<file path="src/rtl/atsmp_pkg.sv">
// Shared types, widths and codes for the alias table sampler.
package atsmp_pkg;

  localparam int MAX_ENTRIES_DEF   = 256;
  localparam int FRACTION_BITS_DEF = 24;
  localparam int Q24_BITS          = 24;
  localparam int WEIGHT_W          = 32;
  localparam int INDEX_W           = 8;
  localparam int PMF_W             = 25;

  typedef enum logic [1:0] {
    ST_SAMPLE = 2'd0,
    ST_STORED = 2'd1,
    ST_BUILT  = 2'd2,
    ST_ERROR  = 2'd3
  } status_t;

  typedef enum logic [4:0] {
    OP_IDLE,
    OP_CAPTURE,
    OP_LOAD,
    OP_B_INIT,
    OP_B_READ,
    OP_B_DIV,
    OP_B_MUL,
    OP_B_WRITE,
    OP_P_POP,
    OP_P_RDLO,
    OP_P_RDHI,
    OP_P_WRITE,
    OP_S_MUL,
    OP_S_COL,
    OP_S_READ,
    OP_S_CMP,
    OP_S_REM,
    OP_S_PMF,
    OP_EMIT
  } dp_op_t;

  typedef struct packed {
    dp_op_t  op;
    status_t code;
  } dp_cmd_t;

  typedef struct packed {
    logic is_sample;
    logic last;
    logic full;
    logic can_sample;
    logic div_done;
    logic build_end;
    logic pair_ok;
    logic need_div;
  } dp_stat_t;

endpackage

</file>
<file path="src/rtl/atsmp_ctrl.sv">
// Controller state machine that sequences loads, the table build and samples.
module atsmp_ctrl import atsmp_pkg::*; (
  input  logic     clk,
  input  logic     rst_n,
  input  logic     start,
  input  dp_stat_t stat,
  output dp_cmd_t  cmd,
  output logic     busy
);

  typedef enum logic [4:0] {
    S_IDLE,
    S_DECODE,
    S_B_INIT,
    S_B_READ,
    S_B_DIV,
    S_B_WAIT,
    S_B_MUL,
    S_B_WRITE,
    S_P_CHECK,
    S_P_POP,
    S_P_RDLO,
    S_P_RDHI,
    S_P_WRITE,
    S_S_MUL,
    S_S_COL,
    S_S_READ,
    S_S_CMP,
    S_S_WAIT,
    S_S_REM,
    S_S_PMF,
    S_EMIT
  } state_t;

  state_t  state_r, state_nxt;
  status_t code_r, code_nxt;
  logic    busy_r;

  always_comb begin
    state_nxt = state_r;
    code_nxt  = code_r;
    cmd.op    = OP_IDLE;
    cmd.code  = code_r;
    case (state_r)
      S_IDLE: begin
        cmd.op = OP_CAPTURE;
        if (start) begin
          state_nxt = S_DECODE;
        end
      end
      S_DECODE: begin
        if (!stat.is_sample) begin
          cmd.op = OP_LOAD;
          if (stat.full) begin
            code_nxt  = ST_ERROR;
            state_nxt = S_EMIT;
          end else if (stat.last) begin
            state_nxt = S_B_INIT;
          end else begin
            code_nxt  = ST_STORED;
            state_nxt = S_EMIT;
          end
        end else if (stat.can_sample) begin
          state_nxt = S_S_MUL;
        end else begin
          code_nxt  = ST_ERROR;
          state_nxt = S_EMIT;
        end
      end
      S_B_INIT: begin
        cmd.op    = OP_B_INIT;
        state_nxt = S_B_READ;
      end
      S_B_READ: begin
        cmd.op    = OP_B_READ;
        state_nxt = S_B_DIV;
      end
      S_B_DIV: begin
        cmd.op    = OP_B_DIV;
        state_nxt = S_B_WAIT;
      end
      S_B_WAIT: begin
        if (stat.div_done) begin
          state_nxt = S_B_MUL;
        end
      end
      S_B_MUL: begin
        cmd.op    = OP_B_MUL;
        state_nxt = S_B_WRITE;
      end
      S_B_WRITE: begin
        cmd.op    = OP_B_WRITE;
        state_nxt = stat.build_end ? S_P_CHECK : S_B_READ;
      end
      S_P_CHECK: begin
        if (stat.pair_ok) begin
          state_nxt = S_P_POP;
        end else begin
          code_nxt  = ST_BUILT;
          state_nxt = S_EMIT;
        end
      end
      S_P_POP: begin
        cmd.op    = OP_P_POP;
        state_nxt = S_P_RDLO;
      end
      S_P_RDLO: begin
        cmd.op    = OP_P_RDLO;
        state_nxt = S_P_RDHI;
      end
      S_P_RDHI: begin
        cmd.op    = OP_P_RDHI;
        state_nxt = S_P_WRITE;
      end
      S_P_WRITE: begin
        cmd.op    = OP_P_WRITE;
        state_nxt = S_P_CHECK;
      end
      S_S_MUL: begin
        cmd.op    = OP_S_MUL;
        state_nxt = S_S_COL;
      end
      S_S_COL: begin
        cmd.op    = OP_S_COL;
        state_nxt = S_S_READ;
      end
      S_S_READ: begin
        cmd.op    = OP_S_READ;
        state_nxt = S_S_CMP;
      end
      S_S_CMP: begin
        cmd.op    = OP_S_CMP;
        state_nxt = stat.need_div ? S_S_WAIT : S_S_REM;
      end
      S_S_WAIT: begin
        if (stat.div_done) begin
          state_nxt = S_S_REM;
        end
      end
      S_S_REM: begin
        cmd.op    = OP_S_REM;
        state_nxt = S_S_PMF;
      end
      S_S_PMF: begin
        cmd.op    = OP_S_PMF;
        code_nxt  = ST_SAMPLE;
        state_nxt = S_EMIT;
      end
      S_EMIT: begin
        cmd.op    = OP_EMIT;
        state_nxt = S_IDLE;
      end
      default: begin
        state_nxt = S_IDLE;
      end
    endcase
  end

  always_ff @(posedge clk) begin
    if (!rst_n) begin
      state_r <= S_IDLE;
      code_r  <= ST_ERROR;
      busy_r  <= 1'b0;
    end else begin
      state_r <= state_nxt;
      code_r  <= code_nxt;
      busy_r  <= state_nxt != S_IDLE;
    end
  end

  assign busy = busy_r;

endmodule

</file>
<file path="config.mk">
export PLATFORM = sky130hd
export DESIGN_NAME = atsmp_ctrl
export DESIGN_NICKNAME = d
export VERILOG_FILES = /design/src/rtl/atsmp_pkg.sv /design/src/rtl/atsmp_ctrl.sv
export SDC_FILE = /design/constraint.sdc
export NUM_CORES = 1
export LEC_CHECK = 0
export BUFFER_PORTS_ARGS = -buffer_cell sky130_fd_sc_hd__buf_4
export CORE_MARGIN = 4
export CORE_UTILIZATION = 48
export CTS_CLUSTER_SIZE = 20
export DETAILED_ROUTE_END_ITERATION = 7
export PLACE_DENSITY = 0.72
export SLEW_MARGIN = 20
export SYNTH_ARGS = -nofsm -noshare
export SYNTH_HDL_FRONTEND = slang
export SYNTH_SLANG_ARGS = --single-unit
</file>
<file path="constraint.sdc">
create_clock -name clk -period 2.25 [get_ports clk]
set_input_delay 0.45 -clock clk [delete_from_list [all_inputs] [get_ports clk]]
set_output_delay 0.45 -clock clk [all_outputs]
set_load 0.01 [all_outputs]
</file>
# After elaboration in Yosys (flattened, before gate mapping)
# Index checks and enable logic that the tools add are counted.
# word_totals
register_bits	8
latchBits	0
mem_bits_rw	0
mem_bits_ro	0
input_bits	11
output_inout_bits	8
mem_count	0
# classes
add_sub_neg	0
n_mul	0
div	0
magnitude_cmp	0
eq_ne	23
n_shift	0
muxes	19
bitwise_logic	0
reduce_logical	4
# ops
operator	n
$pmux W5 S20	1
$pmux W5 S18	1
$eq A5 B4 Y1 const B	8
$mux W5	8
$eq A5 B5 Y1 const B	5
$eq A5 B3 Y1 const B	4
$mux W2	7
$eq A5 B2 Y1 const B	2
$pmux W2 S3	1
$eq A5 B1 Y1 const B	1
$logic_not A5 Y1	1
$reduce_bool A5 Y1	1
$mux W4	1
$ne A4 B4 Y1 const B	1
$reduce_and A4 Y1	1
$ne A3 B3 Y1 const B	1
$reduce_bool A3 Y1	1
$ne A2 B2 Y1 const B	1

# Depth between registers and ports, before layout
# Gate-level depths: netlist (run 1).
# depth
word_depth	5
ltp_mapped	7
depth_no_buf	5

# Least setup slack after synthesis (run 1)
# No wires, ideal clock.
# synth_path
kind	register -> output
from	reg state_r[0]
to	out cmd[4] in the netlist's numbering
t_arrival_ns	1.304
required_time_ns	1.800
setup_slack_ns	0.496
stages_incl_launch_ff	5
path_cell_list	dfxtp_1 -> clkbuf_1 -> buf_1 -> a22oi_1 -> o21ai_0
# synth_rtl
item	line	text
from (decl)	atsmp_ctrl.sv:35	state_t state_r, state_nxt;
from (signal assigned)	atsmp_ctrl.sv:165	state_r <= state_nxt;
to (decl)	atsmp_ctrl.sv:7	output dp_cmd_t cmd,

==> results of run 1 <==
per-layer routing:
metal	wire, microns	GRT usage, %	share of wire, %	vias up
li1	-	-	-	470
met1	1020	22.5	43	446
met2	1130	32.2	48	46
met3	167	3.26	7.1	4
met4	31	6.28	1.3	0
met5	0	0	0	-
synthesized netlist by cell type (all sizes together), types with 2 or more instances:
cell,number
clkbuf,3
nand4b,3
nor3,2
o22ai,2
nor2,8
a21o,2
nand4,2
nor3b,2
o311ai,2
a21oi,7
nand2,13
nand3,3
nand2b,7
mux2i,2
nor2b,3
buf,8
a31oi,2
a211o,2
o21ai,9
nand3b,3
inv,2
dfxtp,8
through the flow:
stage	util (%)	hold WS [ns]	cell area, sq um
finish	61.4	0.425	1060
global route	61.4	0.429	1060
CTS	60.9	0.415	1050
detailed placement	59.6	0.494	1030
global placement	59.6	0.490	1030
floorplan	-	0.508	872
worst paths after layout:
| kind | from | to | slack (ns) | cells past startpoint |
|---|---|---|---|---|
| worst max register to register | state_r[3]$_SDFF_PN0_ | busy$_SDFF_PN0_ | 0.43 | 5 |
| worst min-delay path | rst_n | code_r[0]$_SDFFE_PN1P_ | 0.43 | 2 |
| worst min register to register | code_r[1]$_SDFFE_PN1P_ | code_r[1]$_SDFFE_PN1P_ | 0.49 | 2 |
| worst max-delay path | state_r[2]$_SDFF_PN0_ | cmd[3] | 0.21 | 7 |
flip-flops by register name (all words and copies together), names as in the netlist:
signal and count:
busy 1, state_r 5, code_r 2
cell type report:
class,count,area [sq um]
tap,25,31.3
multi-input combinational,95,656
inverter,2,7.51
clock buffer,3,22.5
sequential,8,164
fill,166,666
timing repair buffer,24,180
cell families (layout without fill, tap and decap cells):
kind of cell | count (synthesis) | after routing | share of synthesized area (%)
flip-flops | 8 | 8 | 18.4
AND/OR/NAND/NOR | 55 | 55 | 37.4
buffers and inverters | 13 | 29 | 7.17
AO/OA/AOI/OAI | 37 | 37 | 33.4
multiplexers | 3 | 3 | 3.59
power by group:
group / leakage, nW / switching, mW / internal, mW
Combinational: 0.348 / 0.451 / 0.414
Clock: 0.0138 / 0.0468 / 0.0609
Sequential: 0.0671 / 0.0953 / 0.195
==> impl_metrics.py, run 1 <==
metrics = {
    "floorplanning": {
        "fp-row-count": 15,
        "die_h_microns": 50.6,
        "die_x_microns": 50.6,
        "ios": 19,
        "core_area_sq_um": 1730,
        "start_util_pct": 50.5,
        "dieArea_sq_um": 2560,
    },
    "timing": {
        "max_freq_mhz": 490,
        "max_slew.worst_pin.slew_ns": 0.363,
        "fin_setup_tns_ns": 0,
        "setup_slack_ns": 0.209,
        "rsz0062_at_grt": "no",
        "min_period_ns": 2.04,
        "setup_viol": 0,
        "slew_headroom_pct": 75.5,
        "fin_crit_sh_pct": 90.7,
        "finClkSkew_ns": 0.000529,
        "slew_viol_final": 0,
        "hold_viol": 0,
    },
    "place": {
        "dp_hpwl_microns": 1730,
        "io_buffers": 18,
        "place.gp.congestion": 0.846,
        "place_inst": 154,
        "place_ws_ns": 0.278,
    },
    "power": {
        "p_per_area_nw_per_um2": 1190,
        "leakage_nw": 0.429,
        "total_power_mw": 1.26,
        "vdd_ir_drop_max_uv": 782,
    },
    "logic_synthesis": {
        "synth-edff-count": 0,
        "async_flop_share_pct": 0,
        "synth_cell_types": 50,
        "synth.area.top_cells": "dfxtp_1 18%, nand2_1 5.6%, nand2b_1 5.0%, a21oi_1 3.4%, o21ai_0 3.4%",
        "yosysWarnings": 0,
        "syn_inst": 116,
        "synth_top_area_share_pct": 18.4,
        "ys_dominant_reg_cell": "dfxtp_1",
        "synth.avg_cell_area_sq_um": 7.52,
        "yosysTopAreaCell": "dfxtp_1",
        "syn_nets": 127,
        "synthesis.area_sq_um": 872,
        "synth-seq-area-share_pct": 18.4,
        "ys_seq_elements": 8,
    },
    "finish": {
        "area_growth_pct": 21.7,
        "nNetsFinal": 145,
        "final_common_cell": "buf_4",
        "layout.cells.non_filler": 157,
        "drive_above_1_share_pct": 29.5,
        "antennaDiodeCount": 0,
        "most-common-layout-cells": "24 x buf_4, 13 x nand2_1, 8 x nor2_1",
    },
    "critical_path": {
        "cp_top_family": "flip-flops",
        "cp_cell_sequence": "buf_4 > nor4_2 > a21oi_1 > nand2_1 > o21ai_0 > o32ai_1 > buf_4",
        "worst_path_max_delay_cell": "dfxtp_2",
        "crit_buf_inv": 2,
        "cp_max_fo": 14,
        "cpPeakStageDelay_ns": 0.38,
        "cp-start-kind": "flop",
        "critPathCaptureType": "output port",
        "critPathArrivalTime_ns": 1.59,
        "crit_top_cell": "buf_4",
        "critPathRequiredTime_ns": 1.80,
        "critical_path_class": "flop to output port",
    },
    "worst_hold_path": {
        "hp-class": "input port to flop",
    },
    "global_route": {
        "grt.overflow.total": 0,
        "track_usage_pct": 18.4,
        "grt_max_degree": 22,
        "grt_pass1_vias": 835,
        "antenna_found_initial": 0,
        "grt_pass1_wl_microns": 3710,
    },
    "clock_tree": {
        "cts_buffer_depth": 2,
        "cts-buffers-inserted": 3,
        "ctsResizeCount": 0,
        "cts_setup_buffers": 0,
        "root_buffer": "clkbuf_4",
        "clock_latency_ns": 0.25,
        "clkTransAtPathRegs_ns": 0.05,
        "cts_tree": "yes",
        "cts_sinks": 8,
        "cts_max_level": 1,
        "cts_hold_buffers": 0,
    },
    "run_status": {
        "status": "finished clean",
    },
    "flow_run": {
        "drv_cap": 0,
    },
    "route": {
        "drc": 0,
        "vias": 966,
        "drt_first_pass_iters": 4,
        "drt_iter0_drc": 31,
        "drt-vias-per-instance": 6.15,
        "drtAntennaViolNets": 0,
        "wl_microns": 2350,
        "wire_per_inst_microns": 15.0,
    },
}
(Power assumes the default switching activity.)
==> run 2: changes to the inputs <==
- CORE_UTILIZATION: 48 -> 57
- MAX_ROUTING_LAYER: not set -> met4
- PLACE_DENSITY: 0.72 -> 0.83
==> impl_metrics.py, run 2 (same netlist as run 1, synthesis figures left out) <==
metrics = {
    "critical_path": {
        "cp-start-kind": "flop",
        "critPathArrivalTime_ns": 1.63,
        "critPathCaptureType": "output port",
        "worst_path_max_delay_cell": "dfxtp_1",
        "critPathRequiredTime_ns": 1.80,
        "crit_buf_inv": 1,
        "cp_max_fo": 13,
        "cpPeakStageDelay_ns": 0.57,
        "cp_top_family": "flip-flops",
        "cp_cell_sequence": "or2_1 > a21oi_1 > nand2_1 > o21ai_0 > o32ai_1 > buf_4",
        "critical_path_class": "flop to output port",
    },
    "timing": {
        "finClkSkew_ns": 0.00132,
        "max_slew.worst_pin.slew_ns": 0.421,
        "fin_crit_sh_pct": 92.4,
        "slew_headroom_pct": 71.9,
        "hold_viol": 0,
        "max_freq_mhz": 481,
        "setup_slack_ns": 0.170,
        "setup_viol": 0,
        "min_period_ns": 2.08,
        "slew_viol_final": 0,
        "fin_setup_tns_ns": 0,
        "rsz0062_at_grt": "no",
    },
    "clock_tree": {
        "root_buffer": "clkbuf_4",
        "cts_buffer_depth": 2,
        "cts-buffers-inserted": 3,
        "clock_latency_ns": 0.25,
        "cts_setup_buffers": 0,
        "cts_tree": "yes",
        "clkTransAtPathRegs_ns": 0.05,
        "cts_max_level": 1,
        "cts_sinks": 8,
    },
    "global_route": {
        "antenna_found_initial": 0,
        "grt_max_degree": 18,
        "grt_use_met2_pct": 39.6,
        "grt-busiest-layer": "met2",
        "grt.overflow.total": 0,
        "met3_usage_pct": 1.92,
        "track_usage_pct": 25.2,
        "grt_pass1_vias": 840,
        "grtUsageMet1_pct": 33.2,
        "grt_pass1_wl_microns": 3860,
    },
    "route": {
        "vias": 963,
        "drtAntennaViolNets": 0,
        "drc": 0,
        "wire_per_inst_microns": 16.3,
        "wl_microns": 2410,
        "drt-vias-per-instance": 6.51,
        "drt_iter0_drc": 46,
        "drt_first_pass_iters": 4,
    },
    "finish": {
        "layout.cells.non_filler": 148,
        "drive_above_1_share_pct": 29.3,
        "fillers": 114,
        "antennaDiodeCount": 0,
        "area_growth_pct": 20.4,
        "final_util_pct": 76.8,
        "most-common-layout-cells": "25 x buf_4, 13 x nand2_1, 8 x nor2_1",
        "final_common_cell": "buf_4",
        "nNetsFinal": 146,
        "largest_register_ffs": 5,
        "regMostFlops": "state_r",
    },
    "place": {
        "place_ws_ns": 0.343,
        "io_buffers": 18,
        "dp_hpwl_microns": 1770,
        "place.gp.congestion": 0.855,
        "place_inst": 145,
    },
    "run_status": {
        "status": "finished clean",
    },
    "worst_hold_path": {
        "hp-class": "input port to flop",
    },
    "floorplanning": {
        "fp-row-count": 13,
        "start_util_pct": 63.8,
        "die_x_microns": 47.1,
        "core_area_sq_um": 1370,
        "dieArea_sq_um": 2220,
        "die_h_microns": 47.1,
        "ios": 19,
    },
    "power": {
        "leakage_nw": 0.434,
        "p_per_area_nw_per_um2": 1190,
        "vdd_ir_drop_max_uv": 735,
    },
    "flow_run": {
        "drv_cap": 0,
    },
}
run 2: cell types whose count changed in the layout (fill, tap and decap cells not counted), sizes merged:
cell	change
buf	+1
run 2: path summary, 6_finish.rpt:
| path | startpoint | endpoint | slack [ns] | cells past startpoint |
|---|---|---|---|---|
| worst max-delay path | state_r[2]$_SDFF_PN0_ | cmd[3] | 0.17 | 6 |
| worst max register to register | state_r[2]$_SDFF_PN0_ | busy$_SDFF_PN0_ | 0.39 | 6 |
| worst min-delay path | rst_n | code_r[0]$_SDFFE_PN1P_ | 0.43 | 2 |
| worst min register to register | code_r[1]$_SDFFE_PN1P_ | code_r[1]$_SDFFE_PN1P_ | 0.47 | 2 |
run 2: where the power goes:
| part | switching, mW | total, mW | internal (mW) |
|---|---|---|---|
| clock network | 0.0432 | 0.104 | 0.0607 |
| logic | 0.428 | 0.839 | 0.411 |
| registers | 0.114 | 0.310 | 0.196 |
| total | 0.586 | 1.25 | 0.668 |
run 2: repair_timing:
item                                   CTS  global route
hold buffers                             0             0
setup endpoints to repair                0             2
gates resized for setup                  0             3
endpoints found under the hold margin    0             0
run 2: layout make-up:
class / count / area (sq um) / share of cell area, %
Tap cell: 15 / 18.8 / 1.79
Timing Repair Buffer: 25 / 188 / 17.9
Inverter: 2 / 7.51 / 0.715
Multi-Input combinational cell: 95 / 649 / 61.9
Clock buffer: 3 / 22.5 / 2.15
Sequential cell: 8 / 164 / 15.6
run 2: per-stage QoR:
step                      area [sq um]  hold WS [ns]  power [mW]
final                             1050         0.426        1.25
after global routing              1050         0.424        1.36
after CTS                         1050         0.416        1.24
after detailed placement          1020         0.462        1.13
after global placement            1020         0.463        1.12
after floorplan                    872         0.508       0.875
run 2: layer usage:
layer	part of all wire, %	up-vias
li1	-	475
met1	45	449
met2	49	35
met3	5.6	4
met4	1.2	0
met5	0	-
==> run 3: changes to the inputs <==
- PLACE_DENSITY: 0.83 -> 0.88
- clock period: 2.25 -> 2.5 ns (I/O delays scaled with it)
==> impl_metrics.py, run 3 (same netlist as run 1, synthesis figures left out) <==
metrics = {
    "critical_path": {
        "r2r_slack_ns": 0.52,
        "cp_max_fo": 21,
        "critical_path_class": "flop to output port",
        "critPathRequiredTime_ns": 2.00,
        "critPathArrivalTime_ns": 1.76,
        "critPathCaptureType": "output port",
        "cp-start-kind": "flop",
    },
    "finish": {
        "final_common_cell": "buf_4",
        "largest_register_ffs": 5,
        "fillers": 111,
        "nNetsFinal": 142,
        "most-common-layout-cells": "21 x buf_4, 13 x nand2_1, 8 x nor2_1",
        "antennaDiodeCount": 0,
        "final_util_pct": 74.5,
        "area_growth_pct": 16.8,
        "drive_above_1_share_pct": 26.4,
        "regMostFlops": "state_r",
    },
    "power": {
        "vdd_ir_drop_max_uv": 629,
        "p_per_area_nw_per_um2": 1080,
        "leakage_nw": 0.412,
    },
    "global_route": {
        "grt_pass1_vias": 832,
        "grt_pass1_wl_microns": 3820,
        "grt_max_degree": 24,
        "track_usage_pct": 24.7,
        "grt.overflow.total": 0,
        "antenna_found_initial": 0,
    },
    "timing": {
        "rsz0062_at_grt": "no",
        "fin_crit_sh_pct": 90.3,
        "fin_setup_tns_ns": 0,
        "setup_slack_ns": 0.242,
        "slew_headroom_pct": 54.5,
        "min_period_ns": 2.26,
        "max_freq_mhz": 443,
        "hold_viol": 0,
        "slew_viol_final": 0,
        "finClkSkew_ns": 0.00294,
        "setup_viol": 0,
        "max_slew.worst_pin.slew_ns": 0.682,
        "whs_ns": 0.474,
    },
    "floorplanning": {
        "start_util_pct": 63.8,
        "core_area_sq_um": 1370,
        "die_x_microns": 47.1,
        "fp-row-count": 13,
        "die_h_microns": 47.1,
        "dieArea_sq_um": 2220,
        "ios": 19,
    },
    "place": {
        "place.gp.congestion": 0.986,
        "io_buffers": 18,
        "place_ws_ns": 0.389,
        "dp_hpwl_microns": 1710,
    },
    "route": {
        "drt_iter0_drc": 33,
        "drtAntennaViolNets": 0,
        "drt_first_pass_iters": 4,
        "drc": 0,
        "vias": 963,
        "drt-vias-per-instance": 6.69,
        "wl_microns": 2260,
        "wire_per_inst_microns": 15.7,
    },
    "clock_tree": {
        "cts_hold_buffers": 0,
        "clock_latency_ns": 0.25,
        "cts_max_level": 1,
        "cts_sinks": 8,
        "root_buffer": "clkbuf_4",
        "cts_buffer_depth": 2,
        "clkTransAtPathRegs_ns": 0.05,
        "cts-buffers-inserted": 3,
        "cts_tree": "yes",
        "cts_setup_buffers": 0,
        "ctsResizeCount": 0,
    },
    "worst_hold_path": {
        "hp-class": "flop to flop",
    },
    "flow_run": {
        "drv_cap": 0,
    },
    "run_status": {
        "status": "finished clean",
    },
}
[run 3: through the flow]
step                instances  area [sq um]  power (mW)
finish                    144          1020        1.10
detailed placement        141           993       0.996
global route              144          1020        1.19
CTS                       144          1020        1.10
floorplan                 116           872       0.787
global placement          141           993       0.982
[run 3: power by group]
group / internal (mW) / total (mW) / leakage (nW) / switching [mW]
Combinational: 0.351 / 0.713 / 0.331 / 0.362
Sequential: 0.174 / 0.295 / 0.0666 / 0.120
Clock: 0.0545 / 0.0926 / 0.0138 / 0.0381
[run 3: routing by layer]
metal	share of wire (%)	vias up	GRT usage, %
met5	0	-	-
met4	0.93	0	9.94
met3	5.4	4	2.68
met2	50	38	38.2
met1	43	456	32.5
li1	-	465	-
[run 3: cell type report]
class / instances / area, sq um / share of cell area [%]
tap: 15 / 18.8 / 1.84
timing repair buffer: 21 / 158 / 15.5
clock buffer: 3 / 22.5 / 2.21
sequential: 8 / 163 / 16.0
multi-input combinational: 95 / 649 / 63.8
inverter: 2 / 7.51 / 0.737
[run 3: path summary, 6_finish.rpt]
check	start	end	cells past startpoint
max reg2reg	state_r[1]$_SDFF_PN0_	busy$_SDFF_PN0_	5
min	code_r[1]$_SDFFE_PN1P_	code_r[1]$_SDFFE_PN1P_	2
max	state_r[1]$_SDFF_PN0_	cmd[3]	5
min reg2reg	code_r[1]$_SDFFE_PN1P_	code_r[1]$_SDFFE_PN1P_	2
[run 3: worst max-delay path, cell delays in order, from the launching register on]
cell,delay [ns]
dfxtp_1,0.75
nand2b_1,0.25
o21ai_0,0.12
o21ai_0,0.09
o32ai_1,0.13
buf_4,0.17
